File: src/rtl/core/ffsa_ram.sv
// ---------------------------------------------------------------------------
// ffsa_ram
// Generic single-write, single-read RAM with registered read data.
// ---------------------------------------------------------------------------
`default_nettype none

module ffsa_ram #(
	parameter int WIDTH = 8,
	parameter int DEPTH = 16,
	localparam int AW = $clog2(DEPTH)
) (
	input  wire logic             clk,
	input  wire logic             we,
	input  wire logic [AW-1:0]    waddr,
	input  wire logic [WIDTH-1:0] wdata,
	input  wire logic             re,
	input  wire logic [AW-1:0]    raddr,
	output logic      [WIDTH-1:0] rdata
);

	logic [WIDTH-1:0] mem_q [DEPTH];

	// Write port
	always_ff @(posedge clk) begin
		if (we) begin
			mem_q[waddr] <= wdata;
		end
	end

	// Registered read port, holds while re is low
	always_ff @(posedge clk) begin
		if (re) begin
			rdata <= mem_q[raddr];
		end
	end

endmodule

`default_nettype wire

File: config.mk
export PLATFORM = sky130hd
export DESIGN_NAME = ffsa_ram
export DESIGN_NICKNAME = d
export VERILOG_FILES = /design/src/rtl/core/ffsa_ram.sv
export SDC_FILE = /design/constraint.sdc
export NUM_CORES = 1
export LEC_CHECK = 0
export ABC_CLOCK_PERIOD_IN_PS = 5520
export BUFFER_PORTS_ARGS = -buffer_cell sky130_fd_sc_hd__buf_2
export CAP_MARGIN = 20
export CELL_PAD_IN_SITES_DETAIL_PLACEMENT = 0
export CELL_PAD_IN_SITES_GLOBAL_PLACEMENT = 1
export CORE_UTILIZATION = 35
export CTS_CLUSTER_SIZE = 16
export DETAILED_ROUTE_END_ITERATION = 7
export PLACE_DENSITY = 0.55
export SLEW_MARGIN = 40
export SYNTH_ARGS = -nofsm -noshare
export SYNTH_HDL_FRONTEND = slang
export SYNTH_SLANG_ARGS = --single-unit
File: constraint.sdc
create_clock -name clk -period 5.52 [get_ports clk]
set_input_delay 1.104 -clock clk [delete_from_list [all_inputs] [get_ports clk]]
set_output_delay 1.104 -clock clk [all_outputs]
set_load 0.03 [all_outputs]
==> impl_results.md <==
- Die area: 15,430 um^2
- GR Util met1: 19.05%
- DR DRC count: 0
- Post-route cell area: 6067 um^2
- Post-Syn Area: 5228 um^2
- Pins Over Slew Limit: 0
- TritonRoute pass-1 iters: 4
- Arr. time, crit path: 2960 ps
- Port bufs: 26
- CTS resizes: 0
- CP startpoint: raddr[0]
- Setup violators final: 0
- Diode count: 0
- I/O pin cnt: 27
- Flops & latches, synth: 136
- Maxcap violations: 0
- Met2 capacity usage during global routing: 21.81%
- Nets: 285
- P&R area growth vs syn: 16.06%
- CTS tree: done
- Synth Warn #: 0
- Hold Vio Cnt, Final: 0
- Worst r2r src: mem_q[5][2]
- Total CTS buffers: 17
- Register area: 4084 um^2
- CTS H-tree depth: 4
- Final WL: 10,290 um
- Mean Syn Cell Area: 22.83 um^2
- CTS Hold Buffers Added: 0
- Global route overflow: 0
- Outcome: finished clean
- Leak: 1.966 nW
- Starting Density: 35.97%
- Antenna-violating nets left: 0
- Clock sink count: 136
- Gpl congestion: 0.6725
- Clk buf depth: 2
- GRT busiest layer: met2
- Die H: 124.2 um
- Vias per cell: 5.011
- Row cnt: 44
- Total core area: 14,530 um^2
- Least-Margin Pin Slew: 783.6 ps
- Slew headroom: 47.56%
- Largest net degree at the start of global routing: 33
- Grt met3 use: 3.362%
- Final min period: 2809 ps
- Sequential fraction of the synthesis area: 78.12%
- Synthesized Nets: 248
- Synth cell types: 18
- Vias in the first global route: 2,412
- Peak supply drop: 237.9 uV
- DR WL/cell: 22.27 um
- Element type at the critical path end: register
- Clk_lat worst skew: 410 ps
- Initial DRC count: 150
- Dpl cell area: 5577 um^2
- Register clock-pin slew on the reported worst setup and hold paths: 50 ps
- DR vias: 2,315
- First-pass GRT wire length: 15,210 um
- Skew final: 4.998 ps
- All-layer global routing usage: 14.20%
- Setup Fix Bufs, Post-CTS: 0
- Chip width: 124.2 um
- Share of post-route cells with drive strength above 1: 29.86%
- Multi-input logic area: 1124 um^2
- Cells after synthesis: 229
- RSZ-0062 raised after global routing: false
- Fill cells: 1,308
- Initial antenna violation count: 0
- Min-delay src: mem_q[14][5]
- Hold Crit Class: register to register
- PwrDens: 365.4 nW/um^2
- Max Clock Freq: 0.3560 GHz
- Root Driver: clkbuf_16
- Period Utilization, post-route: 50.89%
- Crit-path max FO: 20
- Startpoint Class: primary input
- WS Path Type: primary input to register
- DP Wirelength: 6262 um
- Total negative slack: 0 ps
- Req. time, crit path: 5670 ps
[state kept, by name (all words and copies together), names as in the netlist]
register / cells
mem_q: 128
rdata: 8
[synth_stat cells (all sizes together)]
| cell | count | area, um^2 |
|---|---|---|
| a22oi | 16 | 120.1 |
| and2 | 1 | 6.260 |
| and2b | 1 | 7.510 |
| buf | 7 | 56.30 |
| clkdlybuf4s25 | 3 | 30.03 |
| edfxtp | 136 | 4084 |
| mux4 | 32 | 773.2 |
| nand2 | 9 | 33.78 |
| nand2b | 2 | 12.51 |
| nand3 | 1 | 5.000 |
| nand3b | 2 | 15.01 |
| nor2 | 13 | 48.80 |
| nor2b | 1 | 6.260 |
| nor3 | 4 | 20.02 |
| or3b | 1 | 8.760 |
[cell type report]
type	count	area share, %
tap	184	3.795
timing repair buffer	28	2.433
clock buffer	24	7.445
sequential	136	67.31
multi-input combinational	83	18.52
clock inverter	7	0.4949
[where the power goes]
part | total, mW | switching [mW] | internal (mW) | leakage (nW)
registers | 1.17 | 0.00602 | 1.16 | 1.24
clock network | 0.933 | 0.372 | 0.561 | 0.236
logic | 0.113 | 0.0718 | 0.0413 | 0.494
[worst paths after layout]
path	end	slack, ps	depth (start not counted)
worst max-delay path	rdata[6]	2710	5
worst min-delay path	rdata[5]	750	3
worst max register to register	rdata[2]	4020	3
worst min register to register	rdata[5]	750	3
[layout by cell type (no fill, tap or decap), drive strengths merged]
cell type and instances:
a22oi 16, and2 1, and2b 1, buf 28, clkbuf 24, clkinv 7
edfxtp 136, mux4 32, nand2 9, nand2b 2, nand3 1, nand3b 2
nor2 13, nor2b 1, nor3 4, or3b 1
[metrics by stage]
stage,hold slack (ps),setup WS (ps),std cells,utilization (%),power (mW)
floorplan,704.8,2923,229,-,1.259
global placement,732.2,2210,431,38.06,1.303
detailed placement,737.8,2196,431,38.37,1.308
CTS,748.0,2632,462,41.68,2.234
global route,772.6,2562,462,41.74,2.285
finish,745.6,2711,462,41.74,2.217
[logic make-up after synthesis]
logic type | count (synthesis) | share of synthesized area (%)
and+or+nand+nor | 35 | 3.136
AOI/OAI and AO/OA | 16 | 2.298
DFF | 136 | 78.12
buffers and inverters | 10 | 1.651
muxes | 32 | 14.79
[routing by layer]
| metal | up-vias | part of all wire, % | wire, um |
|---|---|---|---|
| met2 | 56 | 49 | 5040 |
| met5 | - | 0 | 0 |
| met3 | 8 | 3.6 | 373 |
| met1 | 1192 | 46 | 4750 |
| li1 | 1059 | - | - |
| met4 | 0 | 1.2 | 124 |
[critical path: stages]
cell	delay [ps]
buf_2	510
buf_4	390
mux4_2	540
a22oi_1	300
nand2_1	90
(Power assumes the default switching activity.)
